`src/hdl/hrhp_pkg.sv`:
```
`default_nettype none
package hrhp_pkg;
    localparam int MAX_HEADERS_DEF = 64;
    localparam int LEN_WIDTH_DEF   = 16;
    localparam int COUNT_WIDTH_DEF = 32;

    localparam logic [2:0] PH_METHOD  = 3'd0;
    localparam logic [2:0] PH_PATH    = 3'd1;
    localparam logic [2:0] PH_VERSION = 3'd2;
    localparam logic [2:0] PH_LINE    = 3'd3;
    localparam logic [2:0] PH_NAME    = 3'd4;
    localparam logic [2:0] PH_VALUE   = 3'd5;
    localparam logic [2:0] PH_BODY    = 3'd6;

    localparam logic [1:0] ST_MORE = 2'd0;
    localparam logic [1:0] ST_DONE = 2'd1;
    localparam logic [1:0] ST_ERR  = 2'd2;

    localparam logic [2:0] RL_METHOD = 3'd0;
    localparam logic [2:0] RL_PATH   = 3'd1;
    localparam logic [2:0] RL_VER    = 3'd2;
    localparam logic [2:0] RL_NAME   = 3'd3;
    localparam logic [2:0] RL_VALUE  = 3'd4;
    localparam logic [2:0] RL_BODY   = 3'd5;
    localparam logic [2:0] RL_DELIM  = 3'd6;

    localparam logic [1:0] VP_LEAD  = 2'd0;
    localparam logic [1:0] VP_DIGIT = 2'd1;
    localparam logic [1:0] VP_TRAIL = 2'd2;

    localparam logic [3:0] CL_NAME_LEN = 4'd14;

    function automatic logic is_token(input logic [7:0] c);
        logic r;
        r = 1'b0;
        if ((c >= 8'h41 && c <= 8'h5a) || (c >= 8'h61 && c <= 8'h7a) ||
            (c >= 8'h30 && c <= 8'h39))
            r = 1'b1;
        else
            r = c inside {8'h21, 8'h23, 8'h24, 8'h25, 8'h26, 8'h27, 8'h2a, 8'h2b,
                          8'h2d, 8'h2e, 8'h5e, 8'h5f, 8'h60, 8'h7c, 8'h7e};
        return r;
    endfunction

    function automatic logic [7:0] version_char(input logic [3:0] p);
        logic [7:0] r;
        case (p)
            4'd0: r = 8'h48;
            4'd1: r = 8'h54;
            4'd2: r = 8'h54;
            4'd3: r = 8'h50;
            4'd4: r = 8'h2f;
            4'd5: r = 8'h31;
            default: r = 8'h2e;
        endcase
        return r;
    endfunction

    function automatic logic [7:0] cl_char(input logic [3:0] p);
        logic [7:0] r;
        case (p)
            4'd0: r = 8'h63;
            4'd1: r = 8'h6f;
            4'd2: r = 8'h6e;
            4'd3: r = 8'h74;
            4'd4: r = 8'h65;
            4'd5: r = 8'h6e;
            4'd6: r = 8'h74;
            4'd7: r = 8'h2d;
            4'd8: r = 8'h6c;
            4'd9: r = 8'h65;
            4'd10: r = 8'h6e;
            4'd11: r = 8'h67;
            4'd12: r = 8'h74;
            4'd13: r = 8'h68;
            default: r = 8'h00;
        endcase
        return r;
    endfunction
endpackage
`default_nettype wire

```
`src/hdl/http_request_header_parser.sv`:
```
`default_nettype none
// http/1.x request header parser. one byte is taken per item on s_axis and one
// result item leaves on m_axis for every byte, one item per clock when the
// output side keeps tready high: a single state update per byte sits between
// the input handshake and the output register, which takes the next byte
// only when empty or as its result leaves. status says need more, complete or
// malformed; after complete or malformed the parser starts over on the next
// byte. restart in tuser clears all state before its byte.
module http_request_header_parser
    import hrhp_pkg::*;
#(
    parameter int MAX_HEADERS = MAX_HEADERS_DEF,
    parameter int LEN_WIDTH   = LEN_WIDTH_DEF,
    parameter int COUNT_WIDTH = COUNT_WIDTH_DEF
)
(
    input  wire logic         clk,
    input  wire logic         rst_n,
    input  wire logic         s_axis_tvalid,
    output logic              s_axis_tready,
    input  wire logic [7:0]   s_axis_tdata,   // data byte
    input  wire logic         s_axis_tuser,   // restart
    output logic              m_axis_tvalid,
    input  wire logic         m_axis_tready,
    output logic [119:0]      m_axis_tdata    // status, byte role, header index,
                                              // method length, path length,
                                              // version minor, header count,
                                              // content length, byte count, zero pad
);
    localparam logic [LEN_WIDTH-1:0]   LEN_MAX = '1;
    localparam logic [COUNT_WIDTH-1:0] CNT_MAX = '1;
    localparam logic [6:0] HDR_LIMIT = 7'(MAX_HEADERS > 127 ? 127 : MAX_HEADERS);

    logic [2:0]  phase_reg, phase_next, ph;
    logic [3:0]  lit_reg, lit_next, lit;
    logic        pcr_reg, pcr_next, pcr;
    logic [LEN_WIDTH-1:0] mcnt_reg, mcnt_next, mc, pcnt_reg, pcnt_next, pc;
    logic        minor_reg, minor_next, mn;
    logic [6:0]  hseen_reg, hseen_next, hs;
    logic [3:0]  nmp_reg, nmp_next, nmp;
    logic        nm_reg, nm_next, nm;
    logic [1:0]  vp_reg, vp_next, vp;
    logic [31:0] acc_reg, acc_next, acc, lval_reg, lval_next, lv, bl_reg, bl_next, bl;
    logic        lseen_reg, lseen_next, ls;
    logic [COUNT_WIDTH-1:0] tot_reg, tot_next, tt;
    logic [119:0] out_reg, out_next;
    logic        ov_reg;
    logic        take, err, done, is_cl;
    logic [1:0]  st;
    logic [2:0]  role;
    logic [6:0]  hidx;
    logic [7:0]  b;
    logic [31:0] acc_base;
    logic [35:0] acc10;
    logic [3:0]  dgt;

    assign s_axis_tready = !ov_reg || m_axis_tready;
    assign take = s_axis_tvalid && s_axis_tready;
    assign m_axis_tvalid = ov_reg;
    assign m_axis_tdata  = out_reg;
    assign b = s_axis_tdata;
    assign dgt = 4'(b - 8'h30);
    // accumulator as seen by this byte, after an optional restart
    assign acc_base = s_axis_tuser ? 32'd0 : acc_reg;
    assign acc10 = {4'd0, acc_base} * 36'd10 + {32'd0, dgt};

    always_comb
    begin
        // state after an optional restart
        ph = phase_reg; lit = lit_reg; pcr = pcr_reg; mc = mcnt_reg; pc = pcnt_reg;
        mn = minor_reg; hs = hseen_reg; nmp = nmp_reg; nm = nm_reg; vp = vp_reg;
        acc = acc_reg; lv = lval_reg; ls = lseen_reg; bl = bl_reg; tt = tot_reg;
        if (s_axis_tuser)
        begin
            ph = PH_METHOD; lit = '0; pcr = 1'b0; mc = '0; pc = '0; mn = 1'b0;
            hs = '0; nmp = '0; nm = 1'b1; vp = VP_LEAD; acc = '0; lv = '0;
            ls = 1'b0; bl = '0; tt = '0;
        end
        if (tt != CNT_MAX)
            tt = tt + 1'b1;
        is_cl = nm && nmp == CL_NAME_LEN;
        err = 1'b0; done = 1'b0; role = RL_METHOD; hidx = '0;

        if (pcr)
        begin
            role = RL_DELIM;
            pcr = 1'b0;
            if (ph == PH_VALUE)
                hidx = hs - 1'b1;
            if (b != 8'h0a)
                err = 1'b1;
            else if (ph == PH_LINE)
            begin
                if (lv == '0)
                    done = 1'b1;
                else
                begin
                    bl = lv;
                    ph = PH_BODY;
                end
            end
            else
                ph = PH_LINE;
        end
        else
        begin
            case (ph)
                PH_METHOD:
                begin
                    if (b == 8'h20)
                    begin
                        role = RL_DELIM;
                        if (mc == '0) err = 1'b1; else ph = PH_PATH;
                    end
                    else if (is_token(b))
                    begin
                        if (mc != LEN_MAX) mc = mc + 1'b1;
                    end
                    else
                        err = 1'b1;
                end
                PH_PATH:
                begin
                    role = RL_PATH;
                    if (b == 8'h20)
                    begin
                        role = RL_DELIM;
                        if (pc == '0) err = 1'b1;
                        else
                        begin
                            ph = PH_VERSION;
                            lit = '0;
                        end
                    end
                    else if (b == 8'h0d || b == 8'h0a)
                        err = 1'b1;
                    else if (pc != LEN_MAX)
                        pc = pc + 1'b1;
                end
                PH_VERSION:
                begin
                    role = RL_VER;
                    if (lit < 4'd7)
                    begin
                        if (b != version_char(lit)) err = 1'b1; else lit = lit + 1'b1;
                    end
                    else if (lit == 4'd7)
                    begin
                        if (b == 8'h30 || b == 8'h31)
                        begin
                            mn = b[0];
                            lit = 4'd8;
                        end
                        else
                            err = 1'b1;
                    end
                    else
                    begin
                        role = RL_DELIM;
                        if (b == 8'h0d) pcr = 1'b1; else err = 1'b1;
                    end
                end
                PH_LINE:
                begin
                    role = RL_NAME;
                    if (b == 8'h0d)
                    begin
                        role = RL_DELIM;
                        pcr = 1'b1;
                    end
                    else if (is_token(b) && hs < HDR_LIMIT)
                    begin
                        hidx = hs;
                        ph = PH_NAME;
                        // first name character, matching restarts here
                        if ((b | ((b >= 8'h41 && b <= 8'h5a) ? 8'h20 : 8'h00))
                            == cl_char(4'd0))
                        begin
                            nm = 1'b1;
                            nmp = 4'd1;
                        end
                        else
                        begin
                            nm = 1'b0;
                            nmp = '0;
                        end
                    end
                    else
                        err = 1'b1;
                end
                PH_NAME:
                begin
                    role = RL_NAME;
                    hidx = hs;
                    if (b == 8'h3a)
                    begin
                        role = RL_DELIM;
                        hs = hs + 1'b1;
                        ph = PH_VALUE;
                        vp = VP_LEAD;
                        acc = '0;
                    end
                    else if (is_token(b))
                    begin
                        if (nm)
                        begin
                            if (nmp < CL_NAME_LEN && (b | ((b >= 8'h41 && b <= 8'h5a) ?
                                8'h20 : 8'h00)) == cl_char(nmp))
                                nmp = nmp + 1'b1;
                            else
                                nm = 1'b0;
                        end
                    end
                    else
                        err = 1'b1;
                end
                PH_VALUE:
                begin
                    role = RL_VALUE;
                    hidx = hs - 1'b1;
                    if (b == 8'h0a)
                        err = 1'b1;
                    else if (b == 8'h0d)
                    begin
                        role = RL_DELIM;
                        pcr = 1'b1;
                        if (is_cl)
                        begin
                            if (vp == VP_LEAD) err = 1'b1;
                            else if (ls && acc != lv) err = 1'b1;
                            else
                            begin
                                lv = acc;
                                ls = 1'b1;
                            end
                        end
                    end
                    else if (is_cl)
                    begin
                        if (b == 8'h20 || b == 8'h09)
                        begin
                            if (vp == VP_DIGIT) vp = VP_TRAIL;
                        end
                        else if (b >= 8'h30 && b <= 8'h39 && vp != VP_TRAIL)
                        begin
                            if (acc10[35:32] != 4'd0) err = 1'b1;
                            else
                            begin
                                acc = acc10[31:0];
                                vp = VP_DIGIT;
                            end
                        end
                        else
                            err = 1'b1;
                    end
                end
                PH_BODY:
                begin
                    role = RL_BODY;
                    if (bl != '0) bl = bl - 1'b1;
                    if (bl == '0) done = 1'b1;
                end
                default: err = 1'b1;
            endcase
        end

        st = err ? ST_ERR : (done ? ST_DONE : ST_MORE);
        out_next = {4'd0, 32'(tt), lv, hs, mn, 16'(pc), 16'(mc), hidx, role, st};

        phase_next = ph; lit_next = lit; pcr_next = pcr; mcnt_next = mc; pcnt_next = pc;
        minor_next = mn; hseen_next = hs; nmp_next = nmp; nm_next = nm; vp_next = vp;
        acc_next = acc; lval_next = lv; lseen_next = ls; bl_next = bl; tot_next = tt;
        if (st != ST_MORE)
        begin
            phase_next = PH_METHOD; lit_next = '0; pcr_next = 1'b0; mcnt_next = '0;
            pcnt_next = '0; minor_next = 1'b0; hseen_next = '0; nmp_next = '0;
            nm_next = 1'b1; vp_next = VP_LEAD; acc_next = '0; lval_next = '0;
            lseen_next = 1'b0; bl_next = '0; tot_next = '0;
        end
    end

    always_ff @(posedge clk or negedge rst_n)
    begin
        if (!rst_n)
        begin
            phase_reg <= PH_METHOD; lit_reg <= '0; pcr_reg <= 1'b0; mcnt_reg <= '0;
            pcnt_reg <= '0; minor_reg <= 1'b0; hseen_reg <= '0; nmp_reg <= '0;
            nm_reg <= 1'b1; vp_reg <= VP_LEAD; acc_reg <= '0; lval_reg <= '0;
            lseen_reg <= 1'b0; bl_reg <= '0; tot_reg <= '0; ov_reg <= 1'b0;
        end
        else
        begin
            if (take)
            begin
                phase_reg <= phase_next; lit_reg <= lit_next; pcr_reg <= pcr_next;
                mcnt_reg <= mcnt_next; pcnt_reg <= pcnt_next; minor_reg <= minor_next;
                hseen_reg <= hseen_next; nmp_reg <= nmp_next; nm_reg <= nm_next;
                vp_reg <= vp_next; acc_reg <= acc_next; lval_reg <= lval_next;
                lseen_reg <= lseen_next; bl_reg <= bl_next; tot_reg <= tot_next;
                ov_reg <= 1'b1;
            end
            else if (m_axis_tready)
                ov_reg <= 1'b0;
        end
    end

    always_ff @(posedge clk)
    begin
        if (take)
            out_reg <= out_next;
    end

    // a body phase never starts without a declared length
    a_body_len: assert property (@(posedge clk) disable iff (!rst_n)
        phase_reg == PH_BODY |-> lval_reg != '0) else $error("body without length");
    // header count stays within the limit
    a_hdr: assert property (@(posedge clk) disable iff (!rst_n)
        hseen_reg <= HDR_LIMIT) else $error("header count over limit");
    // a complete or malformed request leaves a cleared parser behind
    a_clear: assert property (@(posedge clk) disable iff (!rst_n)
        take && out_next[1:0] != ST_MORE |=> phase_reg == PH_METHOD && tot_reg == '0)
        else $error("parser not cleared");
endmodule
`default_nettype wire
```
`config.mk`:
```
export PLATFORM = sky130hd
export DESIGN_NAME = http_request_header_parser
export DESIGN_NICKNAME = d
export VERILOG_FILES = /design/src/hdl/hrhp_pkg.sv /design/src/hdl/http_request_header_parser.sv
export SDC_FILE = /design/constraint.sdc
export NUM_CORES = 1
export LEC_CHECK = 0
export BUFFER_PORTS_ARGS = -buffer_cell sky130_fd_sc_hd__buf_2
export CAP_MARGIN = 10
export CORE_AREA = 5 5 222 224
export DETAILED_ROUTE_END_ITERATION = 8
export DIE_AREA = 0 0 227 229
export PLACE_DENSITY = 0.58
export SLEW_MARGIN = 30
export SYNTH_ARGS = -nofsm -noshare
export SYNTH_HDL_FRONTEND = slang
export SYNTH_SLANG_ARGS = --single-unit
export TNS_END_PERCENT = 20
```
`constraint.sdc`:
```
create_clock -name clk -period 6.45 [get_ports clk]
set_input_delay 0 -clock clk [delete_from_list [all_inputs] [get_ports clk]]
set_output_delay 0 -clock clk [all_outputs]
set_load 0.05 [all_outputs]
```
==> out/metrics.yaml <==
p_per_area_nw_per_um2: 196.4
cp_cell_sequence: "inv_1, nor2_1, ha_2, inv_1, fa_1, and2b_1, o2111ai_2, and2_4, nor3_1, a211oi_1, or4b_1, or4_1, and4b_1, mux2_4, o21ai_2, nand2_1, buf_12, o311ai_0"
drt-initial-drc-count: 1641
crit_path_end_kind: "flip-flop"
drt_pass1_iterations: 7
syn_area_sq_um: 20890
fp.coreArea_sq_um: 47150
synth_cell_type_count: 94
clk_root_buffer_cell: "clkbuf_16"
hp-class: "primary input to asynchronous set/reset pin"
syn_inst: 2404
clockPowerShare_pct: 47.8
vias: 19289
reg2reg_slack_ps: 280
final.setup.tns_ps: 0
wirelength_um: 70820
muxShareOfSynthArea_pct: 2.072
die_h_um: 229
crit_path_max_fanout: 37
synth_top_area_share_pct: 22.04
grt-ovfl-total: 0
synth-seq-cells: 301
drive_above_1_share_pct: 11.29
cts_tree: "done"
synth.largest_area_cell: "dfrtp_1"
clk_latency_ps: 560
fmax_mhz: 162.2
detailed_place_hpwl_um: 50250
clkTransAtPathRegs_ps: 70
synth_top_family_by_area: "compound AO/OA/AOI/OAI gates"
cpMaxStageDelayCell: "or4_1"
largest_reg_flops: 116
p_leak_uw: 0.009168
syn_to_final_growth_pct: 11.54
ant_nets: 0
drv_cap: 0
critPathLaunchType: "flip-flop"
crit_top_cell: "inv_1"
nets: 2524
fin_skew_ps: 28.76
synthFlopType: "dfrtp_1"
ioPinCount: 135
worstMarginPinSlew_ps: 1010
reg2reg_to: "acc_reg[13]$_DFFE_PN0P_"
ys_seq_area_share_pct: 38.84
drc: 0
port_buffers: 130
antenna_found_initial: 0
setup_violations: 0
vdd_ir_drop_max_uv: 212.5
cts_made_buffers: 36
initial_core_util_pct: 44.31
fillCellCount: 4507
synthAdderAreaFrac_pct: 3.486
layout_commonest_cell: "nand2_1"
routed_via_density: 6.230
h-tree-depth: 2
yosysWarnings: 0
drv_slew: 0
swShare_pct: 25.49
p_comb_share_pct: 7.8
synth.area.top_cells: "dfrtp_1 22%, edfxtp_1 17%, nand2_1 4.7%"
fin_hold_ws_ps: 25.33
synth_xor_area_share_pct: 7.463
clk_path_buf_depth: 3
worst_r2r_path_depth: 18
grtUsageTotal_pct: 26.42
die_area_sq_um: 51980
rsz0062_at_grt: "false"
arrival_ps: 6590
hold_violations: 0
cp.required_ps: 6880
final_cell_mix: "262 x nand2_1, 219 x nor2_1, 183 x dfrtp_1"
async_flop_share_pct: 61.46
synth-simple-area-share_pct: 21.63
wire_per_inst_um: 22.87
worstSetupPathType: "flip-flop to flip-flop"
crit_buf_inv: 3
cts.sinks: 301
row_count: 80
antenna_cells: 0
min_period_over_period_pct: 95.60
switchingPower_uw: 1167
r2r-start: "acc_reg[2]$_DFFE_PN0P_"
synth_compound_area_share_pct: 21.90
synth-edff-count: 116
pwr-share-seq_pct: 44.4
cp_top_family: "simple AND/OR/NAND/NOR gates"
syn_area_per_cell_sq_um: 8.689
first_global_vias: 18512
grt_max_degree: 85
grt_pass1_wl_um: 110000
gp_congestion: 0.9394
status: "finished, final reports clean"
intPower_uw: 3410
die_w_um: 227
relSlewSlack_pct: 32.69
period_needed_ps: 6166
cpPeakStageDelay_ps: 700
final cells by class:
type                       instances  area (sq um)  share of cell area [%]
sequential                       301          8115                   34.83
timing repair buffer             173          1042                   4.473
inverter                          69         264.0                   1.133
multi-input combinational       1873         11850                   50.85
clock inverter                    22         282.8                   1.214
clock buffer                      43         977.2                   4.194
tap                              615         769.5                   3.303
synth_stat cells, drive strengths merged, types with 26 or more instances:
| master | count |
|---|---|
| o31ai | 41 |
| nor4 | 42 |
| nand2b | 28 |
| a22o | 105 |
| xnor2 | 104 |
| nand4 | 41 |
| a22oi | 30 |
| nor3 | 82 |
| buf | 43 |
| o21ai | 158 |
| nand3 | 63 |
| or3 | 26 |
| inv | 68 |
| edfxtp | 116 |
| dfrtp | 184 |
| clkbuf | 121 |
| nor2b | 41 |
| xor2 | 74 |
| nand2 | 263 |
| nor2 | 219 |
| mux2i | 26 |
| ha | 55 |
| a21oi | 138 |
what timing repair did:
| item | CTS | global route |
|---|---|---|
| endpoints found under the setup margin | 0 | 14 |
| hold buffers | 5 | 0 |
| resized for setup | 0 | 0 |
| setup buffers | 0 | 2 |
| endpoints found under the hold margin | 63 | 0 |
power groups by stage:
stage / logic [uW] / registers, uW / clock network, uW
detailed placement: 356 / 2070 / 0
CTS: 359 / 2030 / 2230
finish: 357 / 2030 / 2190
global placement: 353 / 2070 / 0
floorplan: 132 / 2180 / 0
global route: 379 / 2040 / 2300
metal layers:
metal	track usage, %	routed length (um)
met3	3.496	4435
met2	42.13	32790
met1	37.32	31070
met4	8.727	2518
met5	0	0
per-stage QoR:
step | instance area [sq um] | utilization [%] | worst slack [ps] | std cells | total power, uW
floorplan | 20980 | - | 13.15 | 2407 | 2315
global placement | 21970 | 46.60 | 442.7 | 3024 | 2424
detailed placement | 21970 | 46.61 | 303.2 | 3024 | 2427
CTS | 23280 | 49.39 | 283.4 | 3094 | 4626
global route | 23300 | 49.42 | 15.10 | 3096 | 4718
finish | 23300 | 49.42 | 283.6 | 3096 | 4577
worst max-delay path by stage:
stage	to	startpoint	cells after the start	slack [ps]
final	acc_reg[13]$_DFFE_PN0P_	acc_reg[2]$_DFFE_PN0P_	18	280
after global routing	bl_reg[18]$_DFFE_PN0P_	acc_reg[2]$_DFFE_PN0P_	19	20
after CTS	acc_reg[27]$_DFFE_PN0P_	acc_reg[2]$_DFFE_PN0P_	18	280
after detailed placement	acc_reg[25]$_DFFE_PN0P_	acc_reg[2]$_DFFE_PN0P_	18	300
after global placement	acc_reg[18]$_DFFE_PN0P_	acc_reg[2]$_DFFE_PN0P_	18	440
after floorplan	acc_reg[11]$_DFFE_PN0P_	s_axis_tuser	31	10
logic make-up (layout without fill, tap and decap cells):
| family | after synthesis | in the layout |
|---|---|---|
| other cells | 1 | 4 |
| fa+ha+maj | 57 | 57 |
| buf+inv | 233 | 307 |
| compound gates | 673 | 673 |
| mux | 41 | 41 |
| flops | 301 | 301 |
| simple gates | 920 | 920 |
| xor+xnor | 178 | 178 |
Note: power is estimated with default switching activity, not from simulation.
